==> src/ihex_pkg.sv <==
package ihex_pkg;

  // input command codes
  typedef enum logic {
    CmdChar = 1'b0,
    CmdEol  = 1'b1
  } ihex_cmd_e;

  // result kinds
  typedef enum logic {
    KindData    = 1'b0,
    KindSummary = 1'b1
  } ihex_kind_e;

  localparam logic [7:0] ColonChar  = 8'h3A;
  localparam logic [9:0] MinLineLen = 10'd11;
  localparam logic [9:0] PosMax     = 10'd1023;
  localparam int unsigned QueueDepth = 2;

  // classified character, passed from the front to the back
  typedef struct packed {
    ihex_cmd_e  cmd;
    logic       is_colon;
    logic       hex_ok;
    logic [3:0] nibble;
  } ihex_item_t;

  // one result transaction
  typedef struct packed {
    ihex_kind_e  kind;
    logic [7:0]  data_byte;
    logic [15:0] byte_address;
    logic        line_valid;
    logic [7:0]  record_type;
    logic [7:0]  byte_count;
  } ihex_result_t;

endpackage

==> src/ihex_front.sv <==
module ihex_front (
  input  logic              eol_i,
  input  logic [7:0]        char_i,
  output ihex_pkg::ihex_item_t item_o
);
  import ihex_pkg::*;

  logic [3:0] nib;
  logic       ok;

  // strict hex digit decode
  always_comb begin
    ok  = 1'b1;
    nib = 4'd0;
    if (char_i >= 8'h30 && char_i <= 8'h39) begin
      nib = char_i[3:0];
    end else if ((char_i >= 8'h41 && char_i <= 8'h46) ||
                 (char_i >= 8'h61 && char_i <= 8'h66)) begin
      nib = char_i[3:0] + 4'd9;
    end else begin
      ok = 1'b0;
    end
  end

  // classified item
  always_comb begin
    item_o.cmd      = eol_i ? CmdEol : CmdChar;
    item_o.is_colon = (char_i == ColonChar);
    item_o.hex_ok   = ok;
    item_o.nibble   = nib;
  end

endmodule

==> src/ihex_queue.sv <==
module ihex_queue (
  input  logic                 clk_i,
  input  logic                 rst_ni,
  input  logic                 push_valid_i,
  output logic                 push_ready_o,
  input  ihex_pkg::ihex_item_t push_item_i,
  output logic                 pop_valid_o,
  input  logic                 pop_ready_i,
  output ihex_pkg::ihex_item_t pop_item_o
);
  import ihex_pkg::*;

  ihex_item_t entry_q [QueueDepth];
  logic       wr_ptr_q, wr_ptr_d;
  logic       rd_ptr_q, rd_ptr_d;
  logic [1:0] count_q, count_d;
  logic       push, pop;

  assign push_ready_o = (count_q != 2'(QueueDepth));
  assign pop_valid_o  = (count_q != 2'd0);
  assign pop_item_o   = entry_q[rd_ptr_q];
  assign push = push_valid_i && push_ready_o;
  assign pop  = pop_valid_o && pop_ready_i;

  // pointer and fill count update
  always_comb begin
    wr_ptr_d = push ? ~wr_ptr_q : wr_ptr_q;
    rd_ptr_d = pop ? ~rd_ptr_q : rd_ptr_q;
    count_d  = count_q;
    if (push && !pop) begin
      count_d = count_q + 2'd1;
    end else if (pop && !push) begin
      count_d = count_q - 2'd1;
    end
  end

  always_ff @(posedge clk_i or negedge rst_ni) begin
    if (!rst_ni) begin
      wr_ptr_q <= 1'b0;
      rd_ptr_q <= 1'b0;
      count_q  <= 2'd0;
    end else begin
      wr_ptr_q <= wr_ptr_d;
      rd_ptr_q <= rd_ptr_d;
      count_q  <= count_d;
    end
  end

  // storage
  always_ff @(posedge clk_i) begin
    if (push) begin
      entry_q[wr_ptr_q] <= push_item_i;
    end
  end

endmodule

==> src/ihex_back.sv <==
module ihex_back (
  input  logic                   clk_i,
  input  logic                   rst_ni,
  input  logic                   item_valid_i,
  output logic                   item_ready_o,
  input  ihex_pkg::ihex_item_t   item_i,
  output logic                   res_valid_o,
  input  logic                   res_ready_i,
  output ihex_pkg::ihex_result_t res_o
);
  import ihex_pkg::*;

  logic [9:0]   pos_q, pos_d;
  logic [3:0]   hi_nib_q, hi_nib_d;
  logic [7:0]   rec_len_q, rec_len_d;
  logic [15:0]  start_addr_q, start_addr_d;
  logic [7:0]   type_q, type_d;
  logic [7:0]   sum_q, sum_d;
  logic [7:0]   data_idx_q, data_idx_d;
  logic [7:0]   csum_q, csum_d;
  logic         err_q, err_d;
  logic         out_valid_q, out_valid_d;
  ihex_result_t out_q, out_d;

  logic         take;
  logic         produced;
  logic [9:0]   last_pos;
  logic [9:0]   needed;
  logic [7:0]   byte_val;
  logic [9:0]   byte_idx;
  logic         line_ok;

  assign take         = item_valid_i && (!out_valid_q || res_ready_i);
  assign item_ready_o = !out_valid_q || res_ready_i;
  assign res_valid_o  = out_valid_q;
  assign res_o        = out_q;

  assign last_pos = 10'd10 + {1'b0, rec_len_q, 1'b0};
  assign needed   = MinLineLen + {1'b0, rec_len_q, 1'b0};
  assign byte_val = {hi_nib_q, item_i.nibble};
  assign byte_idx = {1'b0, pos_q[9:1]} - 10'd1;
  assign line_ok  = !err_q && (pos_q >= needed) && (sum_q == 8'd0);

  // record state update and result build
  always_comb begin
    pos_d        = pos_q;
    hi_nib_d     = hi_nib_q;
    rec_len_d    = rec_len_q;
    start_addr_d = start_addr_q;
    type_d       = type_q;
    sum_d        = sum_q;
    data_idx_d   = data_idx_q;
    csum_d       = csum_q;
    err_d        = err_q;
    produced     = 1'b0;
    out_d        = out_q;
    if (take) begin
      if (item_i.cmd == CmdEol) begin
        // end of line: summary, then clear for the next record
        produced           = 1'b1;
        out_d.kind         = KindSummary;
        out_d.data_byte    = 8'd0;
        out_d.byte_address = start_addr_q;
        out_d.line_valid   = line_ok;
        out_d.record_type  = type_q;
        out_d.byte_count   = data_idx_q;
        pos_d        = 10'd0;
        hi_nib_d     = 4'd0;
        rec_len_d    = 8'd0;
        start_addr_d = 16'd0;
        type_d       = 8'd0;
        sum_d        = 8'd0;
        data_idx_d   = 8'd0;
        csum_d       = 8'd0;
        err_d        = 1'b0;
      end else begin
        if (pos_q == 10'd0) begin
          if (!item_i.is_colon) begin
            err_d = 1'b1;
          end
        end else if (pos_q <= last_pos) begin
          if (!item_i.hex_ok) begin
            err_d = 1'b1;
          end
          if (pos_q[0]) begin
            hi_nib_d = item_i.nibble;
          end else begin
            sum_d = sum_q + byte_val;
            case (byte_idx)
              10'd0: rec_len_d = byte_val;
              10'd1: start_addr_d = {byte_val, start_addr_q[7:0]};
              10'd2: start_addr_d = {start_addr_q[15:8], byte_val};
              10'd3: type_d = byte_val;
              default: begin
                if ((byte_idx - 10'd4) < {2'b00, rec_len_q}) begin
                  produced           = 1'b1;
                  out_d.kind         = KindData;
                  out_d.data_byte    = byte_val;
                  out_d.byte_address = start_addr_q + {8'd0, data_idx_q};
                  out_d.line_valid   = 1'b0;
                  out_d.record_type  = 8'd0;
                  out_d.byte_count   = 8'd0;
                  data_idx_d         = data_idx_q + 8'd1;
                end else begin
                  csum_d = byte_val;
                end
              end
            endcase
          end
        end
        pos_d = (pos_q < PosMax) ? pos_q + 10'd1 : PosMax;
      end
    end
  end

  // output register holds a result until the receiver takes it
  assign out_valid_d = take ? produced : (out_valid_q && !res_ready_i);

  always_ff @(posedge clk_i or negedge rst_ni) begin
    if (!rst_ni) begin
      pos_q        <= 10'd0;
      hi_nib_q     <= 4'd0;
      rec_len_q    <= 8'd0;
      start_addr_q <= 16'd0;
      type_q       <= 8'd0;
      sum_q        <= 8'd0;
      data_idx_q   <= 8'd0;
      csum_q       <= 8'd0;
      err_q        <= 1'b0;
      out_valid_q  <= 1'b0;
    end else begin
      pos_q        <= pos_d;
      hi_nib_q     <= hi_nib_d;
      rec_len_q    <= rec_len_d;
      start_addr_q <= start_addr_d;
      type_q       <= type_d;
      sum_q        <= sum_d;
      data_idx_q   <= data_idx_d;
      csum_q       <= csum_d;
      err_q        <= err_d;
      out_valid_q  <= out_valid_d;
    end
  end

  // result payload
  always_ff @(posedge clk_i) begin
    out_q <= out_d;
  end

endmodule

==> src/intel_hex_record_parser.sv <==
// Intel HEX record parser.
// The slave stream takes one transaction per line character; tuser = 1
// marks end of line (the character is then ignored). The master stream
// gives a tentative data byte for every decoded data pair (tuser = 0) and
// one line summary per end of line (tuser = 1) carrying validity, record
// type, start address and byte count.
// Throughput: one character per cycle while the master side is ready. A
// front stage decodes each character into a nibble and class, a two-entry
// queue decouples it from the back stage, which updates the record state
// and loads the output register in the same cycle.
// With the queue empty, an accepted character is first stored in the queue
// entry and its result then in the output register, which drives the master side.
// Reset clears the record state, the queue and the output valid flag; the
// next character is taken as the first of a new line.
// When the receiver stalls, the result holds in the output register, the
// back stage stops and the queue fills; tready drops once it is full.
module intel_hex_record_parser (
  input  logic        clk_i,
  input  logic        rst_ni,
  input  logic        s_axis_tvalid_i,
  output logic        s_axis_tready_o,
  input  logic [7:0]  s_axis_tdata_i,   // [7:0] character
  input  logic        s_axis_tuser_i,   // [0] command
  output logic        m_axis_tvalid_o,
  input  logic        m_axis_tready_i,
  output logic [47:0] m_axis_tdata_o,   // [7:0] data_byte, [23:8] byte_address,
                                        // [24] line_valid, [32:25] record_type,
                                        // [40:33] byte_count, [47:41] zero
  output logic        m_axis_tuser_o    // [0] result_kind
);
  import ihex_pkg::*;

  ihex_item_t   front_item;
  ihex_item_t   queue_item;
  logic         queue_valid;
  logic         back_ready;
  ihex_result_t result;

  // character classification
  ihex_front u_front (
    .eol_i  (s_axis_tuser_i),
    .char_i (s_axis_tdata_i),
    .item_o (front_item)
  );

  // decoupling queue
  ihex_queue u_queue (
    .clk_i        (clk_i),
    .rst_ni       (rst_ni),
    .push_valid_i (s_axis_tvalid_i),
    .push_ready_o (s_axis_tready_o),
    .push_item_i  (front_item),
    .pop_valid_o  (queue_valid),
    .pop_ready_i  (back_ready),
    .pop_item_o   (queue_item)
  );

  // record state and results
  ihex_back u_back (
    .clk_i        (clk_i),
    .rst_ni       (rst_ni),
    .item_valid_i (queue_valid),
    .item_ready_o (back_ready),
    .item_i       (queue_item),
    .res_valid_o  (m_axis_tvalid_o),
    .res_ready_i  (m_axis_tready_i),
    .res_o        (result)
  );

  // output packing
  assign m_axis_tuser_o = result.kind;
  assign m_axis_tdata_o = {7'd0, result.byte_count, result.record_type, result.line_valid,
                           result.byte_address, result.data_byte};

endmodule

==> config.mk <==
export PLATFORM = sky130hd
export DESIGN_NAME = intel_hex_record_parser
export DESIGN_NICKNAME = d
export VERILOG_FILES = /design/src/ihex_pkg.sv /design/src/ihex_front.sv /design/src/ihex_queue.sv /design/src/ihex_back.sv /design/src/intel_hex_record_parser.sv
export SDC_FILE = /design/constraint.sdc
export NUM_CORES = 1
export LEC_CHECK = 0
export ABC_AREA = 1
export BUFFER_PORTS_ARGS = -buffer_cell sky130_fd_sc_hd__buf_2
export CAP_MARGIN = 20
export CORE_MARGIN = 2
export CORE_UTILIZATION = 45
export DETAILED_ROUTE_END_ITERATION = 8
export GPL_ROUTABILITY_DRIVEN = 0
export SYNTH_ARGS = -nofsm -noshare
export SYNTH_HDL_FRONTEND = slang
export SYNTH_HIERARCHICAL = 1
export SYNTH_SLANG_ARGS = --single-unit
==> constraint.sdc <==
create_clock -name clk_i -period 4.5 [get_ports clk_i]
set_input_delay 0.675 -clock clk_i [delete_from_list [all_inputs] [get_ports clk_i]]
set_output_delay 0.675 -clock clk_i [all_outputs]
set_load 0.02 [all_outputs]
# Word level (Yosys, flattened, before mapping)
# Memories as Yosys holds them, arrays and structs flattened.
# Cells that the tools add are included.
[word_totals]
ff_bits = 110
latch_bits = 0
ram_bits = 14
romBits = 0
in_bits = 13
out_inout_bits = 51
elab_cells = 152
n_memories = 1
[memory_table]
columns = ["memory", "words", "width", "rd", "rd_clocked_by_memory_dff", "wr", "line", "text"]
rows = [
  ["u_queue.entry_q", 2, 7, 1, 0, 1, "ihex_queue.sv:13", "ihex_item_t entry_q [QueueDepth];"],
]
[classes]
add_sub_neg = 11
n_mul = 0
n_div = 0
magnitude_cmp = 10
eq_ne = 12
shifts = 0
n_mux = 58
bitwise_logic = 2
reduce_logical = 39
[ops]
columns = ["operator", "count"]
rows = [
  ["$mux 42", 5],
  ["$mux 8", 20],
  ["$mux 16", 4],
  ["$mux 33", 1],
  ["$pmux 16 s2", 1],
  ["$mux 4", 6],
  ["$add 4x9->10 const A", 2],
  ["$eq 10x2->1 const B", 2],
  ["$logic_not 10->1", 2],
  ["$mux 10", 2],
  ["$reduce_and 6->1", 3],
  ["$reduce_bool 2->1", 9],
  ["$mux 1", 17],
  ["$add 16x8->16", 1],
  ["$ge 8x7->1 const B", 2],
  ["$le 8x7->1 const B", 2],
  ["$reduce_and 4->1", 3],
  ["$add 10x1->10 const B", 1],
  ["$eq 10x1->1 const B", 1],
  ["$ge 10x10->1", 1],
  ["$le 10x10->1", 1],
  ["$logic_and 1x1->1", 10],
  ["$lt 10x10->1 const B", 1],
  ["$lt 10x8->1", 1],
  ["other kinds (21)", 34],
]

# Logic depth before layout (Yosys ltp)
# Gate-level depths: netlist of the first run.
[depth]
ltp_word = 10
ltp_mapped = 24
depth_no_buf = 24

# Modules after synthesis
# Netlist of the first run, hierarchy kept.
[by_module_without_submodules]
columns = ["module", "n_inst", "cells_each", "area_each_um2", "seq_area_each_um2"]
rows = [
  ["ihex_back", 1, 770, 6383.6, 2862.7],
  ["ihex_queue", 1, 65, 749.5, 520.5],
  ["ihex_front", 1, 40, 237.7, 0.0],
  ["intel_hex_record_parser", 1, 8, 56.3, 0.0],
]

# Worst setup path after synthesis of the first run
# OpenSTA, ideal clock, no wires.
[synth_timing]
path_type = "register to register"
startpoint = "register u_back.pos_q[2]"
endpoint = "register u_back.out_q, in the netlist u_back/res_o[0] (enable)"
setup_ns = 0.396
arrival_ns = 3.433
required_time_ns = 4.104
path_slack_ns = 0.671
path_stages_with_launch = 23
path_buffers = 0
period_less_slack_ns = 3.829
path_cell_list = "dfrtp_1 -> inv_1 -> ha_1 -> inv_1 -> nand2_1 -> nand2_1 -> nand3_4 -> nor2_1 -> nand2_1 -> nand2_1 -> nand2_1 -> ha_1 -> nand2_1 -> nand2_1 -> inv_1 -> nand2_1 -> nor2_1 -> nand2_1 -> nor2_1 -> nand3_1 -> nand2_2 -> nand2_2 -> inv_1"
[synth_between]
elab_chain_cells = 5
elab_cells_between_ends = 15
classes_between = "add/sub: 2; order compare: 2; eq/ne: 5; reduce/logical: 6"
[synth_lines]
columns = ["item", "line", "text"]
rows = [
  ["from (decl)", "ihex_back.sv:13", "logic [9:0] pos_q, pos_d;"],
  ["from (signal assigned)", "ihex_back.sv:132", "pos_q <= pos_d;"],
  ["$sub 9x1->10", "ihex_back.sv:41", "assign byte_idx = {1'b0, pos_q[9:1]} - 10'd1;"],
  ["$sub 10x3->10 (tied with other cells)", "ihex_back.sv:95", "if ((byte_idx - 10'd4) < {2'b00, rec_len_q}) begin"],
  ["$lt 10x8->1 or $reduce_or 4->1 (tied branches)", "-", ""],
  ["$reduce_bool 2->1 (no line) or $ne 2x1->1 (tied branches)", "-", ""],
  ["$reduce_and 6->1 (no line) (*)", "-", ""],
  ["to (signal assigned)", "ihex_back.sv:147", "out_q <= out_d;"],
  ["to (decl)", "ihex_back.sv:23", "ihex_result_t out_q, out_d;"],
]
# Mark *: on every way between the ends. The rest lies on a longest branch, timed or not.
# A chain may end at the register's enable or synchronous reset.

# Final worst setup path of the first run
[layout_timing]
startpoint = "register u_back.pos_q[1]"
endpoint = "register u_back.out_q, in the netlist u_back/res_o[40] (enable)"
# The elaborated chain is that of the path after synthesis.

==> results of run 1 <==
==> synth_stat cells, types with 2 or more instances <==
master	n	share of area
nor2_4	2	0.0030
clkbuf_1	5	0.0025
xnor2_1	8	0.0094
o21ai_1	15	0.010
nand3b_1	3	0.0030
clkinv_1	2	0.0010
o21a_1	2	0.0020
edfxtp_1	56	0.23
a21o_1	3	0.0030
o21ai_2	15	0.018
nor4_1	2	0.0017
a21oi_1	25	0.017
o21ai_0	39	0.026
nor3_1	11	0.0074
buf_2	5	0.0034
nand4_1	12	0.010
inv_2	9	0.0045
nor2_8	2	0.0054
and3_1	2	0.0017
dfrtp_1	68	0.23
o211ai_1	2	0.0020
fa_1	2	0.0054
ha_1	47	0.079
nor2_2	3	0.0025
nand2_1	259	0.13
o22ai_1	4	0.0034
nand3_2	2	0.0027
buf_1	2	0.0010
inv_1	108	0.055
nor2_1	58	0.029
nand2_4	2	0.0030
buf_4	9	0.0091
buf_6	5	0.0076
xor2_1	18	0.021
nand3_4	2	0.0047
nand2_2	14	0.012
nand3_1	51	0.034
==> metrics by stage <==
stage / cells / utilization / cell area (um^2)
finish: 1174 / 0.5295 / 8472
global route: 1174 / 0.5295 / 8472
CTS: 1174 / 0.5295 / 8472
detailed placement: 1142 / 0.4931 / 7890
global placement: 1142 / 0.4931 / 7890
floorplan: 889 / - / 7450
==> power by group through the flow <==
stage,Combinational (uW),Clock (uW),Sequential [uW]
6_report,2620,1370,1890
5_1_grt,2970,1450,1940
4_1_cts,2640,1400,1890
3_5_place_dp,2620,0,1910
3_3_place_gp,2600,0,1900
2_1_floorplan,1780,0,2050
==> state kept, by name (all words and copies together) (netlist names) <==
signal / flops
u_back/sum_q: 8
u_back/type_q: 8
u_back/start_addr_q: 16
u_queue/wr_ptr_q: 1
u_queue/entry_q: 14
u_back/res_o: 42
u_queue/count_q: 2
u_back/err_q: 1
u_back/pos_q: 10
u_back/rec_len_q: 8
u_back/res_valid_o: 1
u_back/hi_nib_q: 4
u_back/data_idx_q: 8
u_queue/rd_ptr_q: 1
==> path summary, 6_finish.rpt <==
| kind | to | slack [ns] | depth (start not counted) | from |
|---|---|---|---|---|
| max | u_back/res_o[40] | 0.62 | 22 | u_back/pos_q[1] |
| min | u_back/pos_q[7] | 0.22 | 1 | rst_ni |
| max reg2reg | u_back/res_o[40] | 0.62 | 22 | u_back/pos_q[1] |
| min reg2reg | u_back/type_q[2] | 0.49 | 2 | u_back/type_q[2] |
| max in group asynchronous | u_back/start_addr_q[9] | 3.25 | 2 | rst_ni |
| min in group clk_i | u_queue/entry_q[1][6] | 0.45 | 1 | s_axis_tuser_i |
==> layout make-up <==
cell class / count / area [um^2] / share of cell area
multi-input cells: 620 / 3445 / 0.4066
flip-flops and latches: 124 / 3383 / 0.3993
inverters: 119 / 446.7 / 0.05272
clock buffers: 19 / 432.9 / 0.05110
repair buffers: 63 / 345.3 / 0.04076
well taps: 216 / 270.3 / 0.03190
clock inverters: 13 / 148.9 / 0.01757
==> worst reg2reg max path: stages, from the launching register on <==
cell	delay [ns]
dfrtp_1	0.45
inv_1	0.30
ha_1	0.35
nand2_1	0.12
nand2_1	0.16
nand3_4	0.13
nor2_1	0.16
nand2_1	0.09
nand2_1	0.07
nand2_1	0.05
ha_1	0.29
nand2_1	0.07
nand2_1	0.05
inv_1	0.05
nand2_1	0.04
nor2_1	0.09
nand2_1	0.06
nor2_1	0.10
nand3_1	0.11
nand2_2	0.15
nand2_2	0.16
clkinv_1	0.26
buf_12	0.25
==> cell families (layout without fill, tap and decap cells) <==
| logic type | count (synthesis) | in the layout | synth area share |
|---|---|---|---|
| buffers and inverters | 145 | 214 | 0.08373 |
| AO/OA/AOI/OAI | 109 | 109 | 0.08811 |
| flip-flops | 124 | 124 | 0.4555 |
| other | 1 | 7 | 0.0005049 |
| AND/OR/NAND/NOR | 428 | 428 | 0.2547 |
| adder cells (fa/ha/maj) | 49 | 49 | 0.08457 |
| XOR/XNOR | 27 | 27 | 0.03285 |
==> routing by layer <==
| layer | GRT usage | vias to the layer above | routed length, um |
|---|---|---|---|
| met5 | 0 | - | 0 |
| met4 | 0.08303 | 0 | 404 |
| met3 | 0.04023 | 25 | 609 |
| met2 | 0.3212 | 125 | 7719 |
| met1 | 0.2643 | 2641 | 7690 |
| li1 | - | 2980 | - |
==> flow_summary.toml, run 1 <==
[outcome]
outcome = "finished, final reports clean"

[timing]
hold_viol_final = 0
rsz0062_at_grt = "false"
finClkSkew_ns = 0.01138
maxSlewHeadroom = 0.5811
setup_viol = 0
worst_pin_slew_ns = 0.6260
max_freq_mhz = 257.6
maxSlewViolCount = 0
finalWorstSetupSlack_ns = 0.6181
fin_hold_ws_ns = 0.2224
fin_crit_ns = 3.882
fin_crit_sh = 0.8627
setup-tns-final_ns = 0

[floorplanning]
fp.dieW_um = 132.5
rows = 46
num_io_pins = 64
die_area_um2 = 17550
start_util = 0.4642
die_h_um = 132.5
core_area_um2 = 16000

[clock_network]
htreeDepth = 4
clock_latency_ns = 0.43
cts_buffers = 17
cts_setup_buffers = 0
tritoncts = "yes"
clkTransAtPathRegs_ns = 0.06
cts_resized = 0
clockBufferDepth = 2
clkSinkCount = 124
cts-hold-fix-buffers = 0
cts-root-buf = "clkbuf_16"

[drt]
drtAntennaViolNets = 0
routedWlPerCell_um = 13.99
first_iter_violations = 390
vias_per_cell = 4.916
firstDrtPassIters = 5
vias = 5771
drc = 0
wl_mm = 16.42

[worst_setup_path]
critPathMaxStageDelay_ns = 0.45
cpMostUsedCell = "nand2_1"
cp.buffers_inverters = 4
crit_chain = "inv_1 -> ha_1 -> nand2_1 -> nand2_1 -> nand3_4 -> nor2_1 -> nand2_1 -> nand2_1 -> nand2_1 -> ha_1 -> nand2_1 -> nand2_1 -> inv_1 -> nand2_1 -> nor2_1 -> nand2_1 -> nor2_1 -> nand3_1 -> nand2_2 -> nand2_2 -> clkinv_1 -> buf_12"
start_kind = "flop"
cp-end-kind = "flop"
cp_data_arrival_time_ns = 4.00
critical_path_class = "reg2reg"
slowest_stage = "dfrtp_1"
cp.required_ns = 4.61
crit_family = "simple AND/OR/NAND/NOR gates"
worstPathMaxFanout = 34

[place]
portBuffers = 56
hpwl_mm = 12.00
place_ws_ns = 0.6835

[pwr]
seqPwrFrac = 0.321
netSwitchingFraction = 0.4315
p_total_uw = 5880
pwr-share-clk = 0.233
p_leak_uw = 0.004241
p_comb_frac = 0.446
p_switching_uw = 2537
peakVddDrop_uv = 329.4
p_int_uw = 3343
powerDensity_nw_per_um2 = 694.0

[synth]
yosys_warnings = 6
synth-seq-cells = 124
synth_area_per_cell_um2 = 8.411
synth-edff-count = 56
syn_area_um2 = 7427
yosys.cell_types.count = 46
async_flop_share = 0.5484
syn_inst = 883
ys_seq_area_frac = 0.4555
synthFlopType = "dfrtp_1"

[global_route]
grt_pass1_wl_mm = 27.39
grt_overflow_total = 0
grt_pass1_vias = 5392
grt_usage = 0.1997
antenna_found_initial = 0
grt_start_max_net_pins = 49

[final_layout]
final_common_cell = "nand2_1"
antenna_cells = 0
final_cell_mix = "nand2_1 (259), inv_1 (107), dfrtp_1 (68)"
fillCellCount = 1551
drive_above_1_share = 0.1555
area_growth_pct = 14.07
layout.nets = 1007

[min_path]
hp-class = "in2async"

[run]
maxCapViolCount = 0
Note: power is estimated with default switching activity, not from simulation.
==> run 2: changes to the inputs <==
==> constraint.sdc (replaced) <==
create_clock -name clk_i -period 4.5 [get_ports clk_i]
set_input_delay 0.9 -clock clk_i [delete_from_list [all_inputs] [get_ports clk_i]]
set_output_delay 0.9 -clock clk_i [all_outputs]
set_load 0.02 [all_outputs]
==> run 2 against run 1 <==
Compared with the run above: register-to-register slack got worse by 0.02 ns; global-route usage down 0.13 points; critical path depth unchanged; utilization unchanged; hold slack improved by 0.27 ns; clock power barely moved; non-clock buffer count is the same; via count is 0.50% lower; total power down 0.21%; clock-buffer cell count grew 2; clock skew shrank 0.0054 ns; die area is the same.
==> flow_summary.toml, run 2 (same netlist as run 1, synthesis figures left out) <==
[worst_setup_path]
rr_startpoint = "u_back/pos_q[1]"
cp.required_ns = 4.56
cpMostUsedCell = "nand2_1"
critical_path_class = "reg2reg"
cp_data_arrival_time_ns = 3.96
start_kind = "flop"
crit_chain = "inv_1 -> ha_1 -> nand2_1 -> nand2_1 -> nand3_4 -> nor2_1 -> nand2_1 -> nand2_1 -> nand2_1 -> ha_1 -> nand2_1 -> nand2_1 -> inv_1 -> nand2_1 -> nor2_1 -> nand2_1 -> nor2_1 -> nand3_1 -> nand2_2 -> nand2_2 -> clkinv_1 -> buf_4"
cp.buffers_inverters = 4
r2r-end = "u_back/res_o[39]"
crit_cells = 22
rr_worst_depth = 22
r2r_setup_slack_ns = 0.60
worstPathMaxFanout = 41
crit_family = "simple AND/OR/NAND/NOR gates"
slowest_stage = "dfrtp_1"
cp-end-kind = "flop"
critPathMaxStageDelay_ns = 0.46

[timing]
setup_viol = 0
fin_crit_sh = 0.8675
maxSlewViolCount = 0
fin_crit_ns = 3.904
rsz0062_at_grt = "false"
finClkSkew_ns = 0.005943
max_freq_mhz = 256.2
hold_viol_final = 0
maxSlewHeadroom = 0.5674
worst_pin_slew_ns = 0.6489
setup-tns-final_ns = 0

[drt]
firstDrtPassIters = 7
drtAntennaViolNets = 0
routedWlPerCell_um = 13.95
vias = 5742
drc = 0
wl_mm = 16.38
vias_per_cell = 4.891
first_iter_violations = 412

[global_route]
grt_overflow_total = 0
grt_pass1_vias = 5425
grt_usage = 0.1984
antenna_found_initial = 0
grt_start_max_net_pins = 44
grt_pass1_wl_mm = 27.43

[floorplanning]
die_h_um = 132.5
rows = 46
start_util = 0.4642
num_io_pins = 64
core_area_um2 = 16000
die_area_um2 = 17550
fp.dieW_um = 132.5

[clock_network]
cts_resized = 0
cts_buffers = 17
cts-root-buf = "clkbuf_16"
clock_latency_ns = 0.42
clkTransAtPathRegs_ns = 0.05
clkSinkCount = 124
cts_setup_buffers = 0
clockBufferDepth = 2
tritoncts = "yes"
htreeDepth = 4
cts-hold-fix-buffers = 0

[place]
portBuffers = 56
placed_area_um2 = 7878
hpwl_mm = 11.87

[pwr]
p_int_uw = 3351
pwr-share-clk = 0.236
p_total_uw = 5867
seqPwrFrac = 0.322
p_leak_uw = 0.004241
peakVddDrop_uv = 375.1
netSwitchingFraction = 0.4289
powerDensity_nw_per_um2 = 692.5
p_switching_uw = 2516
p_comb_frac = 0.442

[final_layout]
final_cell_mix = "nand2_1 (259), inv_1 (107), dfrtp_1 (68)"
stdcell_area_um2 = 8472
layout.nets = 1007
area_growth_pct = 14.07
final_common_cell = "nand2_1"
largest_reg_flops = 42
antenna_cells = 0
drive_above_1_share = 0.1555

[outcome]
outcome = "finished, final reports clean"

[min_path]
hold_depth = 2
hold_path_end = "u_back/type_q[2]"
hp-class = "reg2reg"
worstHoldStart = "u_back/type_q[2]"

[run]
maxCapViolCount = 0
-- run 2: layout make-up --
class                      count  area, um^2
clock inverter                11       143.9
timing repair buffer          63       332.8
tap                          216       270.3
inverter                     119       446.7
clock buffer                  21       450.4
fill                        1590        7528
multi-input combinational    620        3445
sequential                   124        3383
-- run 2: per-stage QoR --
stage               instances  hold WS [ns]  setup slack [ns]    util
floorplan                 889        0.4553            0.6706       -
global placement         1142        0.4662            0.7256  0.4923
detailed placement       1142        0.4730            0.6131  0.4923
CTS                      1174        0.4867            0.5908  0.5295
global route             1174        0.5142            0.1555  0.5295
finish                   1174        0.4885            0.5964  0.5295
-- run 2: worst reg2reg max path, stage by stage (launching register included) --
cell	delay, ns
dfrtp_1	0.46
inv_1	0.29
ha_1	0.34
nand2_1	0.10
nand2_1	0.17
nand3_4	0.13
nor2_1	0.16
nand2_1	0.09
nand2_1	0.07
nand2_1	0.05
ha_1	0.29
nand2_1	0.06
nand2_1	0.05
inv_1	0.05
nand2_1	0.04
nor2_1	0.09
nand2_1	0.06
nor2_1	0.10
nand3_1	0.11
nand2_2	0.14
nand2_2	0.15
clkinv_1	0.10
buf_4	0.43
-- run 2: power by group through the flow --
stage	Sequential [uW]	Clock (uW)	Combinational (uW)
after floorplan	2050	0	1780
after global placement	1910	0	2570
after detailed placement	1910	0	2590
after CTS	1890	1410	2610
after global routing	1930	1470	2950
final	1890	1380	2590
-- run 2: worst max-delay path by stage --
stage	startpoint	endpoint	slack, ns
2_1_floorplan	u_back/pos_q[2]	u_back/res_o[0]	0.67
3_3_place_gp	u_back/pos_q[1]	u_back/res_o[41]	0.73
3_5_place_dp	u_back/pos_q[1]	u_back/res_o[32]	0.61
4_1_cts	u_back/pos_q[1]	u_back/res_o[41]	0.59
5_1_grt	u_back/pos_q[1]	u_back/res_o[39]	0.16
6_report	u_back/pos_q[1]	u_back/res_o[39]	0.60
-- run 2: layer usage --
| layer | share of wire | global-route usage | up-vias |
|---|---|---|---|
| met5 | 0 | 0 | - |
| met2 | 0.48 | 0.3250 | 118 |
| met1 | 0.47 | 0.2624 | 2631 |
| met3 | 0.037 | 0.04330 | 21 |
| li1 | - | - | 2972 |
| met4 | 0.014 | 0.06571 | 0 |
==> run 3: changes to the inputs <==
--- a/config.mk
+++ b/config.mk
@@ -12,7 +12,7 @@
 export CORE_UTILIZATION = 45
 export DETAILED_ROUTE_END_ITERATION = 8
 export GPL_ROUTABILITY_DRIVEN = 0
+export RECOVER_POWER = 25
 export SYNTH_ARGS = -nofsm -noshare
 export SYNTH_HDL_FRONTEND = slang
-export SYNTH_HIERARCHICAL = 1
 export SYNTH_SLANG_ARGS = --single-unit
==> run 3 against run 2 <==
Compared with the run above: highest routed layer unchanged; first-iteration DRC count fell by 21%; setup slack worse by 0.038 ns; final area fell by 2.3%; flip-flop and latch count is the same; maximum frequency decreased by 0.96%; critical endpoint is now u_back.res_o[0]; critical path depth shrank 2; the flow now finishes with violations (capacitance limit, slew limit); combinational power down 11%; largest power group unchanged.
==> flow_summary.toml, run 3 <==
[floorplanning]
num_io_pins = 64
fp.dieW_um = 131.2
die_h_um = 131.2
core_area_um2 = 15830
start_util = 0.4599
rows = 46
die_area_um2 = 17210

[drt]
detail_route.wirelength.met1_mm = 7.334
drc = 0
vias = 5461
wl_met2_mm = 7.179
met3_length_um = 514
drtAntennaViolNets = 0
vias_per_cell = 4.893
routedWlPerCell_um = 13.82
firstDrtPassIters = 5
first_iter_violations = 324
wl_mm = 15.42
routed.top_layer = "met4"

[worst_setup_path]
r2r-end = "u_back.res_o[0]"
cp_data_arrival_time_ns = 4.05
rr_startpoint = "u_back.pos_q[1]"
critPathMaxStageDelay_ns = 0.47
slowest_stage = "dfrtp_1"
crit_chain = "inv_1 -> ha_1 -> xnor2_1 -> nand3_2 -> nor2_4 -> nand3_1 -> nand2_1 -> ha_1 -> nand2_1 -> nor2_1 -> nand2_1 -> nand2_1 -> o21bai_1 -> nand2_1 -> a21oi_1 -> nand3_1 -> nand2_2 -> nand2_2 -> clkinv_1 -> buf_12"
cp-end-kind = "flop"
rr_worst_depth = 20
r2r_setup_slack_ns = 0.56
critical_path_class = "reg2reg"
crit_path_end = "u_back.res_o[0]"
cpMostUsedCell = "nand2_1"
cp.required_ns = 4.61
start_kind = "flop"
startpoint = "u_back.pos_q[1]"
worstPathMaxFanout = 35

[timing]
maxSlewViolCount = 37
finClkSkew_ns = 0.01089
max_freq_mhz = 253.7
setup-tns-final_ns = 0
rsz0062_at_grt = "false"
hold_viol_final = 0
maxSlewHeadroom = -0.3255
fin_crit_sh = 0.8758
fin_crit_ns = 3.941
worst_pin_slew_ns = 1.988
setup_viol = 0

[clock_network]
cts-hold-fix-buffers = 0
tritoncts = "yes"
cts_resized = 0
cts_setup_buffers = 0
cts-root-buf = "clkbuf_16"
clkTransAtPathRegs_ns = 0.06
htreeDepth = 4
clockBufferDepth = 2
cts_buffers = 17
clkSinkCount = 124
clock_latency_ns = 0.42

[synth]
synth-edff-count = 56
synth_top_area_frac = 0.2338
yosys.area.top_type = "dfrtp_1"
syn_area_um2 = 7279
synth.area.top_cells = "dfrtp_1 (23%), edfxtp_1 (23%), nand2_1 (10%)"
syn_inst = 824
ys_seq_area_frac = 0.4648
synthFlopType = "dfrtp_1"
yosys.cell_types.count = 47
synth-seq-cells = 124
async_flop_share = 0.5484
synth_most_common_cell = "nand2_1"
synth_area_per_cell_um2 = 8.834
synth_common_cells = "nand2_1 (193), inv_1 (101), dfrtp_1 (68), nor2_1 (68), edfxtp_1 (56)"
yosys_warnings = 0

[final_layout]
area_growth_pct = 13.66
fillCellCount = 1527
final_common_cell = "nand2_1"
drive_above_1_share = 0.1678
layout.cells.non_filler = 1116
largest_reg_flops = 42
final_cell_mix = "nand2_1 (193), inv_1 (101), nor2_1 (68), dfrtp_1 (68), edfxtp_1 (56)"
layout.nets = 949
antenna_cells = 0
stdcell_area_um2 = 8274

[place]
placed_area_um2 = 7706
hpwl_mm = 11.06
placedCellCount = 1083
portBuffers = 56

[global_route]
grt_start_max_net_pins = 47
grt_usage = 0.1885
grt_pass1_wl_mm = 26.01
antenna_found_initial = 0
grt_overflow_total = 0
grt_pass1_vias = 5262

[outcome]
outcome = "finished, violations left"
failed_checks = "capacitance limit, slew limit"

[run]
maxCapViolCount = 1

[pwr]
peakVddDrop_uv = 379.6
powerDensity_nw_per_um2 = 658.2
p_total_uw = 5446
p_leak_uw = 0.003904

[min_path]
hp-class = "reg2reg"
-- run 3: power breakdown --
part / total, uW / internal, uW / switching (uW)
sequential: 1810 / 1630 / 184
clock: 1330 / 837 / 498
combinational: 2300 / 683 / 1620
-- run 3: critical path, delay by kind of cell (launching register included) --
family / cells / cell delay [ns]
AO/OA/AOI/OAI: 2 / 0.24
adder cells (fa/ha/maj): 2 / 0.56
XOR/XNOR: 1 / 0.34
AND/OR/NAND/NOR: 12 / 1.25
buffers and inverters: 3 / 0.74
flip-flops: 1 / 0.47
-- run 3: layout make-up --
cell class,count,area (um^2),share of cell area
Multi-Input combinational cell,578,3331,0.4025
Inverter,107,401.6,0.04854
Timing Repair Buffer,59,309.0,0.03735
Clock buffer,20,456.7,0.05519
Sequential cell,124,3383,0.4089
Tap cell,216,270.3,0.03266
Clock inverter,12,122.6,0.01482
-- run 3: kinds of logic (layout without fill, tap and decap cells) --
| family | count (synthesis) | after routing | share of synthesized area |
|---|---|---|---|
| AND/OR/NAND/NOR | 368 | 369 | 0.2269 |
| buffers and inverters | 129 | 198 | 0.08112 |
| flip-flops | 124 | 124 | 0.4648 |
| AO/OA/AOI/OAI | 120 | 120 | 0.09969 |
| adder cells (fa/ha/maj) | 49 | 49 | 0.08628 |
| XOR/XNOR | 33 | 33 | 0.04074 |
| other | 1 | 7 | 0.0005151 |
-- run 3: layer usage --
layer | GRT usage | up-vias
met4 | 0.06763 | 0
met5 | 0 | -
met2 | 0.2974 | 113
met3 | 0.04668 | 27
li1 | - | 2816
met1 | 0.2536 | 2505
-- run 3: how the worst min path moves through the flow --
stage / startpoint / to / cells after the start
floorplan: u_back.err_q / u_back.err_q / 2
global placement: u_back.type_q[5] / u_back.type_q[5] / 2
detailed placement: u_back.type_q[0] / u_back.type_q[0] / 2
CTS: u_back.type_q[2] / u_back.type_q[2] / 2
global route: u_back.type_q[6] / u_back.type_q[6] / 2
finish: u_back.type_q[2] / u_back.type_q[2] / 2
-- run 3: per-stage QoR --
stage,hold WS (ns),util,setup slack (ns)
after CTS,0.4875,0.5235,0.4207
after detailed placement,0.4715,0.4869,0.4247
after global routing,0.5040,0.5228,0.1604
after floorplan,0.4544,-,0.6843
after global placement,0.4692,0.4869,0.5467
final,0.4788,0.5228,0.5587
